===== src/design/ocdm_pkg.sv =====
`timescale 1ns / 1ps
// ---------------------------------------------------------------------------
// ocdm_pkg: shared types and constants for the orbit camera
// Function codes, register indexes, controller command word and the fixed
// point constants used by the datapath and the sine table.
// ---------------------------------------------------------------------------
package ocdm_pkg;

    // function codes of an input word
    localparam logic [1:0] FUNC_RATE = 2'd0;
    localparam logic [1:0] FUNC_ZOOM = 2'd1;
    localparam logic [1:0] FUNC_TICK = 2'd2;

    // configuration register indexes
    localparam logic [2:0] CFG_TARGET_X  = 3'd0;
    localparam logic [2:0] CFG_TARGET_Y  = 3'd1;
    localparam logic [2:0] CFG_TARGET_Z  = 3'd2;
    localparam logic [2:0] CFG_ANG_DAMP  = 3'd3;
    localparam logic [2:0] CFG_ZOOM_DAMP = 3'd4;
    localparam logic [2:0] CFG_MAX_ANG   = 3'd5;
    localparam logic [2:0] CFG_MAX_ZOOM  = 3'd6;
    localparam logic [2:0] CFG_MAX_PITCH = 3'd7;

    // configuration reset values
    localparam logic [26:0] ANG_DAMP_RESET  = 27'd683565;
    localparam logic [24:0] ZOOM_DAMP_RESET = 25'd167772;
    localparam logic [28:0] MAX_ANG_RESET   = 29'd6835652;
    localparam logic [23:0] MAX_ZOOM_RESET  = 24'd1677722;
    localparam logic [30:0] MAX_PITCH_RESET = 31'd966367642;

    // distance limits and gains
    localparam logic [30:0] ZOOM_MIN_Q24   = 31'd33554;
    localparam logic [30:0] ZOOM_MAX_Q24   = 31'd1593835520;
    localparam logic [30:0] ZOOM_RESET_Q24 = 31'd838861;
    localparam logic [30:0] ZOOM_GAIN_Q24  = 31'd503316;
    localparam logic [31:0] QUARTER_TURN   = 32'h4000_0000;

    // sine table construction
    localparam logic [63:0] HALF_PI_Q30 = 64'd1686629713;
    localparam logic [16:0] ONE_Q16     = 17'd65536;
    localparam int unsigned TAYLOR_TERMS = 8;
    localparam logic [63:0] TAYLOR_DIV [TAYLOR_TERMS] = '{
        64'd6, 64'd20, 64'd42, 64'd72, 64'd110, 64'd156, 64'd210, 64'd272
    };

    // multiplier operand selections
    localparam logic [2:0] MUL_UPD   = 3'd0;
    localparam logic [2:0] MUL_SP_Z  = 3'd1;
    localparam logic [2:0] MUL_SY_CP = 3'd2;
    localparam logic [2:0] MUL_P_Z   = 3'd3;
    localparam logic [2:0] MUL_CY_CP = 3'd4;

    // trig term selections: sine and cosine of pitch and yaw
    localparam logic [1:0] TRIG_SP = 2'd0;
    localparam logic [1:0] TRIG_CP = 2'd1;
    localparam logic [1:0] TRIG_SY = 2'd2;
    localparam logic [1:0] TRIG_CY = 2'd3;

    // command word from controller to datapath
    typedef struct packed {
        logic       load_in;
        logic       upd;
        logic       fin;
        logic       trig_rd;
        logic [1:0] trig_rd_sel;
        logic       trig_lat;
        logic [1:0] trig_lat_sel;
        logic       mul_en;
        logic [2:0] mul_op;
        logic       grab_y;
        logic       grab_z;
        logic       load_out;
    } t_cmd;

endpackage


===== src/design/ocdm_ctrl.sv =====
`timescale 1ns / 1ps
// ---------------------------------------------------------------------------
// ocdm_ctrl: sequencer for the orbit camera
// Steps one input word through update, table reads and multiplies, and
// owns the handshakes of both channels.
// ---------------------------------------------------------------------------
module ocdm_ctrl (
    input  logic           i_clk,
    input  logic           i_rst_n,
    input  logic           i_in_valid,
    output logic           o_in_ready,
    output logic           o_out_valid,
    input  logic           i_out_ready,
    output ocdm_pkg::t_cmd o_cmd
);

    localparam logic [3:0] S_IDLE = 4'd0;
    localparam logic [3:0] S_UPD  = 4'd1;
    localparam logic [3:0] S_FIN  = 4'd2;
    localparam logic [3:0] S_RCP  = 4'd3;
    localparam logic [3:0] S_RSY  = 4'd4;
    localparam logic [3:0] S_RCY  = 4'd5;
    localparam logic [3:0] S_M1   = 4'd6;
    localparam logic [3:0] S_M2   = 4'd7;
    localparam logic [3:0] S_M3   = 4'd8;
    localparam logic [3:0] S_M4   = 4'd9;
    localparam logic [3:0] S_OUT  = 4'd10;

    logic [3:0]     r_state;
    logic [3:0]     n_state;
    logic           r_out_valid;
    logic           n_out_valid;
    ocdm_pkg::t_cmd w_cmd;

    // next state and commands
    always_comb begin
        w_cmd   = '0;
        n_state = r_state;
        unique case (r_state)
            S_IDLE: begin
                w_cmd.load_in = i_in_valid;
                if (i_in_valid) begin
                    n_state = S_UPD;
                end
            end
            S_UPD: begin
                w_cmd.upd    = 1'b1;
                w_cmd.mul_en = 1'b1;
                w_cmd.mul_op = ocdm_pkg::MUL_UPD;
                n_state      = S_FIN;
            end
            S_FIN: begin
                w_cmd.fin         = 1'b1;
                w_cmd.trig_rd     = 1'b1;
                w_cmd.trig_rd_sel = ocdm_pkg::TRIG_SP;
                n_state           = S_RCP;
            end
            S_RCP: begin
                w_cmd.trig_lat     = 1'b1;
                w_cmd.trig_lat_sel = ocdm_pkg::TRIG_SP;
                w_cmd.trig_rd      = 1'b1;
                w_cmd.trig_rd_sel  = ocdm_pkg::TRIG_CP;
                n_state            = S_RSY;
            end
            S_RSY: begin
                w_cmd.trig_lat     = 1'b1;
                w_cmd.trig_lat_sel = ocdm_pkg::TRIG_CP;
                w_cmd.trig_rd      = 1'b1;
                w_cmd.trig_rd_sel  = ocdm_pkg::TRIG_SY;
                w_cmd.mul_en       = 1'b1;
                w_cmd.mul_op       = ocdm_pkg::MUL_SP_Z;
                n_state            = S_RCY;
            end
            S_RCY: begin
                w_cmd.trig_lat     = 1'b1;
                w_cmd.trig_lat_sel = ocdm_pkg::TRIG_SY;
                w_cmd.trig_rd      = 1'b1;
                w_cmd.trig_rd_sel  = ocdm_pkg::TRIG_CY;
                w_cmd.grab_y       = 1'b1;
                n_state            = S_M1;
            end
            S_M1: begin
                w_cmd.trig_lat     = 1'b1;
                w_cmd.trig_lat_sel = ocdm_pkg::TRIG_CY;
                w_cmd.mul_en       = 1'b1;
                w_cmd.mul_op       = ocdm_pkg::MUL_SY_CP;
                n_state            = S_M2;
            end
            S_M2: begin
                w_cmd.mul_en = 1'b1;
                w_cmd.mul_op = ocdm_pkg::MUL_P_Z;
                n_state      = S_M3;
            end
            S_M3: begin
                w_cmd.grab_z = 1'b1;
                w_cmd.mul_en = 1'b1;
                w_cmd.mul_op = ocdm_pkg::MUL_CY_CP;
                n_state      = S_M4;
            end
            S_M4: begin
                w_cmd.mul_en = 1'b1;
                w_cmd.mul_op = ocdm_pkg::MUL_P_Z;
                n_state      = S_OUT;
            end
            S_OUT: begin
                // wait for the output register to be free
                if (!r_out_valid || i_out_ready) begin
                    w_cmd.load_out = 1'b1;
                    n_state        = S_IDLE;
                end
            end
            default: begin
                n_state = S_IDLE;
            end
        endcase
    end

    // output word valid flag
    always_comb begin
        if (w_cmd.load_out) begin
            n_out_valid = 1'b1;
        end else if (i_out_ready) begin
            n_out_valid = 1'b0;
        end else begin
            n_out_valid = r_out_valid;
        end
    end

    always_ff @(posedge i_clk) begin
        if (!i_rst_n) begin
            r_state     <= S_IDLE;
            r_out_valid <= 1'b0;
        end else begin
            r_state     <= n_state;
            r_out_valid <= n_out_valid;
        end
    end

    assign o_in_ready  = (r_state == S_IDLE);
    assign o_out_valid = r_out_valid;
    assign o_cmd       = w_cmd;

endmodule


===== config.mk =====
export PLATFORM = sky130hd
export DESIGN_NAME = ocdm_ctrl
export DESIGN_NICKNAME = d
export VERILOG_FILES = /design/src/design/ocdm_pkg.sv /design/src/design/ocdm_ctrl.sv
export SDC_FILE = /design/constraint.sdc
export NUM_CORES = 1
export LEC_CHECK = 0
export BUFFER_PORTS_ARGS = -buffer_cell sky130_fd_sc_hd__buf_2
export CORE_AREA = 8 8 45 47
export DETAILED_ROUTE_END_ITERATION = 16
export DIE_AREA = 0 0 53 55
export GPL_TIMING_DRIVEN = 0
export PLACE_DENSITY = 0.63
export SLEW_MARGIN = 20
export SYNTH_ARGS = -nofsm -noshare
export SYNTH_HDL_FRONTEND = slang
export SYNTH_SLANG_ARGS = --single-unit

===== constraint.sdc =====
create_clock -name i_clk -period 1.55 [get_ports i_clk]
set_input_delay 0.2325 -clock i_clk [delete_from_list [all_inputs] [get_ports i_clk]]
set_output_delay 0.2325 -clock i_clk [all_outputs]
set_load 0.01 [all_outputs]

* Word level (Yosys, flattened, before mapping)
Cells that the tools add are included.
Word-level totals: word-level logic and storage cells 35, bits of input ports 4, register bits after elaboration 5
Operators by class: reduce and logical (&&, ||, !) cells 6, equality and inequality tests 12, mux-type cells 15
Operators by type and width (count):
- $pmux 4 s11 | 1
- $pmux 3 s4 | 2
- $pmux 4 s5 | 1
- $eq 4x3->1 const B | 4
- $eq 4x4->1 const B | 3
- $mux 1 | 9
- $eq 4x2->1 const B | 2
- $mux 4 | 2
- $eq 4x1->1 const B | 1
- $logic_not 4->1 | 1
- $ne 2x2->1 const B | 2
- $reduce_and 2->1 | 1
- $reduce_bool 2->1 | 1
- $reduce_or 2->1 | 1
- $logic_not 1->1 | 1
- $logic_or 1x1->1 | 1

* Depth between registers and ports, before layout
depth in word-level cells 5, mapped depth 5, depth with buffers taken out 3

* Worst setup path after synthesis
No wires, ideal clock.
path kind reg-to-output, from register r_state[3], to output port o_cmd[3] in the netlist's numbering, path buffers 1, data required time 1317 ps, stages on the path, launching flop included 5, arrival time 1276 ps, setup slack 42 ps, cells stage by stage dfxtp_1 > clkbuf_1 > nor3b_1 > a21oi_1 > o21ai_0
RTL lines:
- from (decl) | RTL line ocdm_ctrl.sv:29 | logic [3:0] r_state;
- from (signal assigned) | RTL line ocdm_ctrl.sv:134 | r_state <= n_state;
- to (decl) | RTL line ocdm_ctrl.sv:14 | output ocdm_pkg::t_cmd o_cmd

==> flow_summary.json <==
{
  "layout.cells.most_common": "buf_2",
  "overflow": 0,
  "cts_made_buffers": 3,
  "fin_ws_ns": -0.06778,
  "worstSkewPairLatency_ns": 0.23,
  "via_count": 506,
  "gp_congestion": 0.7917,
  "final_nets": 92,
  "whs_ns": 0.2676,
  "synth_top_family_by_area": "simple AND/OR/NAND/NOR gates",
  "outcome": "finished, violations left",
  "synthToLayoutAreaGrowth_pct": 68.50,
  "synthAdderAreaFrac_pct": 0,
  "layout_common_cells": "20 x buf_2, 9 x buf_4, 7 x nor2_1",
  "path_clk_slew_ns": 0.04,
  "cpLargestDelayFamily": "simple AND/OR/NAND/NOR gates",
  "crit_type": "reg2out",
  "core_sq_um": 1384,
  "postSynthNetCount": 60,
  "power.density_nw_per_um2": 673.1,
  "fmax_ghz": 0.6181,
  "synthXorXnorAreaFrac_pct": 6.422,
  "final_cells": 103,
  "cp.required_ns": 1.32,
  "synth_cell_types": 27,
  "die_h_microns": 55,
  "multi_input_area_sq_um": 304.0,
  "synth-edff-count": 0,
  "dr.first_iter.drc_count": 6,
  "synth_seq_area_share_pct": 24.46,
  "rsz0062_at_grt": "yes",
  "wirelength_microns": 1278,
  "initial_core_util_pct": 29.57,
  "yosys.area.top_type_share_pct": 24.46,
  "cts_root_buffer": "clkbuf_4",
  "grt_pass1_vias": 470,
  "drive_above_1_share_pct": 58.62,
  "fin_crit_sh_pct": 104.4,
  "placed_area_sq_um": 534.3,
  "syn-mean-instance-area_sq_um": 7.306,
  "cts.sinks": 5,
  "slowest_stage": "or4_4",
  "cts_htree_levels": 1,
  "maxSlewViolCount": 0,
  "critPathLaunchType": "flop",
  "p_leak_nw": 0.3374,
  "synth_area_leaders": "dfxtp_1 24%, nor2_1 7.3%, nor2b_1 6.1%",
  "clock_skew_ns": 0.001582,
  "die_w_microns": 53,
  "critPathBufInv": 2,
  "slowest_delay_ns": 0.55,
  "place_inst": 93,
  "rows": 14,
  "ys_warn_count": 0,
  "max-slew-margin-rel_pct": 81.64,
  "tightest_slew_ns": 0.2746,
  "irDropWorstVdd_mv": 0.3520,
  "synth-compound-area-share_pct": 16.51,
  "clk_path_buf_depth": 2,
  "hold_buffers": 0,
  "hold_class": "in2reg",
  "post-route-min-period_ns": 1.618,
  "diodes": 0,
  "placement.io_buffers": 21,
  "grt_max_degree": 11,
  "total_power_uw": 464.0,
  "path_max_fanout": 3,
  "grt_pass1_wl_microns": 2028,
  "cts_tree": "done",
  "design_area_sq_um": 689.4,
  "netlist_area_sq_um": 409.1,
  "synthSimpleGateAreaFrac_pct": 42.81,
  "crit_arrival_ns": 1.39,
  "antenna_left": 0,
  "die_area_sq_um": 2915,
  "drt-wirelength-per-cell_microns": 12.41,
  "violations": "setup timing",
  "ys_async_sr_fraction_pct": 0,
  "antenna_found_initial": 0,
  "synthCells": 56,
  "yosysTopAreaCell": "dfxtp_1",
  "dr.pass1.iters": 3,
  "drc_errors": 0,
  "register_area_sq_um": 112.6,
  "grtUsageTotal_pct": 9.344,
  "synth_seq_cells": 5,
  "via_per_inst": 4.913,
  "ios": 22,
  "hold_violations": 0,
  "hpwlAfterDp_microns": 925.5,
  "ys.flop_type": "dfxtp_1",
  "fillerInstances": 140,
  "synthMuxAreaShare_pct": 0,
  "drv_cap": 0,
  "setup_viol": 1,
  "endpoint_kind": "output pin",
  "crit_chain": "or4_4 > inv_2 > and2_4 > buf_6"
}
## final timing paths
kind | slack [ns] | cells past startpoint | from | to
worst max-delay path | -0.07 | 4 | r_state[3]$_SDFFE_PN0P_ | o_cmd[15]
worst max register to register | 0.14 | 4 | r_state[3]$_SDFFE_PN0P_ | r_state[0]$_SDFFE_PN0P_
worst min register to register | 0.54 | 2 | o_out_valid$_SDFFE_PN0P_ | o_out_valid$_SDFFE_PN0P_
worst min-delay path | 0.27 | 2 | i_rst_n | o_out_valid$_SDFFE_PN0P_
## what timing repair did
action                                  4_1_cts  5_1_grt
endpoints found under the setup margin       12       11
buffers inserted                              4        3
hold endpoints to repair                      0        0
pin swaps                                     2        2
gates resized for setup                      17       13
## per-layer routing
layer  wire [microns]  global-route usage (%)
met1              560                   10.03
met2              581                   14.65
met3              136                   3.209
met4                0                   7.759
met5                0                       0
## area by class of cell
cell class	instances	share of cell area (%)
Timing Repair Buffer	28	23.77
Buffer	5	7.441
Multi-Input combinational cell	43	44.10
Inverter	2	1.633
Sequential cell	5	16.33
Clock buffer	4	3.811
Tap cell	16	2.904
## synthesized netlist by cell type, types with 3 or more instances
master	instances
nor3b_1	3
dfxtp_1	5
nor2_1	8
and2_1	3
nor2b_1	4
## worst reg2reg max path, cell delays in order (launching register included)
cell and delay [ns]:
dfxtp_2 0.32, or4_4 0.55, buf_4 0.15, o21ai_2 0.19, nor3_1 0.08
## cells by family after synthesis
| group | Yosys count |
|---|---|
| XOR/XNOR | 3 |
| flip-flops | 5 |
| AND/OR/NAND/NOR | 31 |
| AO/OA/AOI/OAI | 9 |
| buffers and inverters | 8 |
## metrics by stage
stage                     setup WS (ns)  util [%]  setup TNS, ns
final                          -0.06778     49.82       -0.06778
after global routing            -0.1266     49.82        -0.2901
after CTS                      -0.07879     45.39        -0.1250
after detailed placement        0.02140     38.61              0
after global placement          0.02948     38.61              0
after floorplan                 0.04154         -              0
## power by group
group	switching, mW	internal, mW
sequential	0.00939	0.135
clock	0.0499	0.0971
combinational	0.0833	0.0891
total	0.143	0.321
## sequential cells by signal, summed over array words and instances (netlist names)
register	cells
r_state	4
o_out_valid	1
Note: power is estimated with default switching activity, not from simulation.
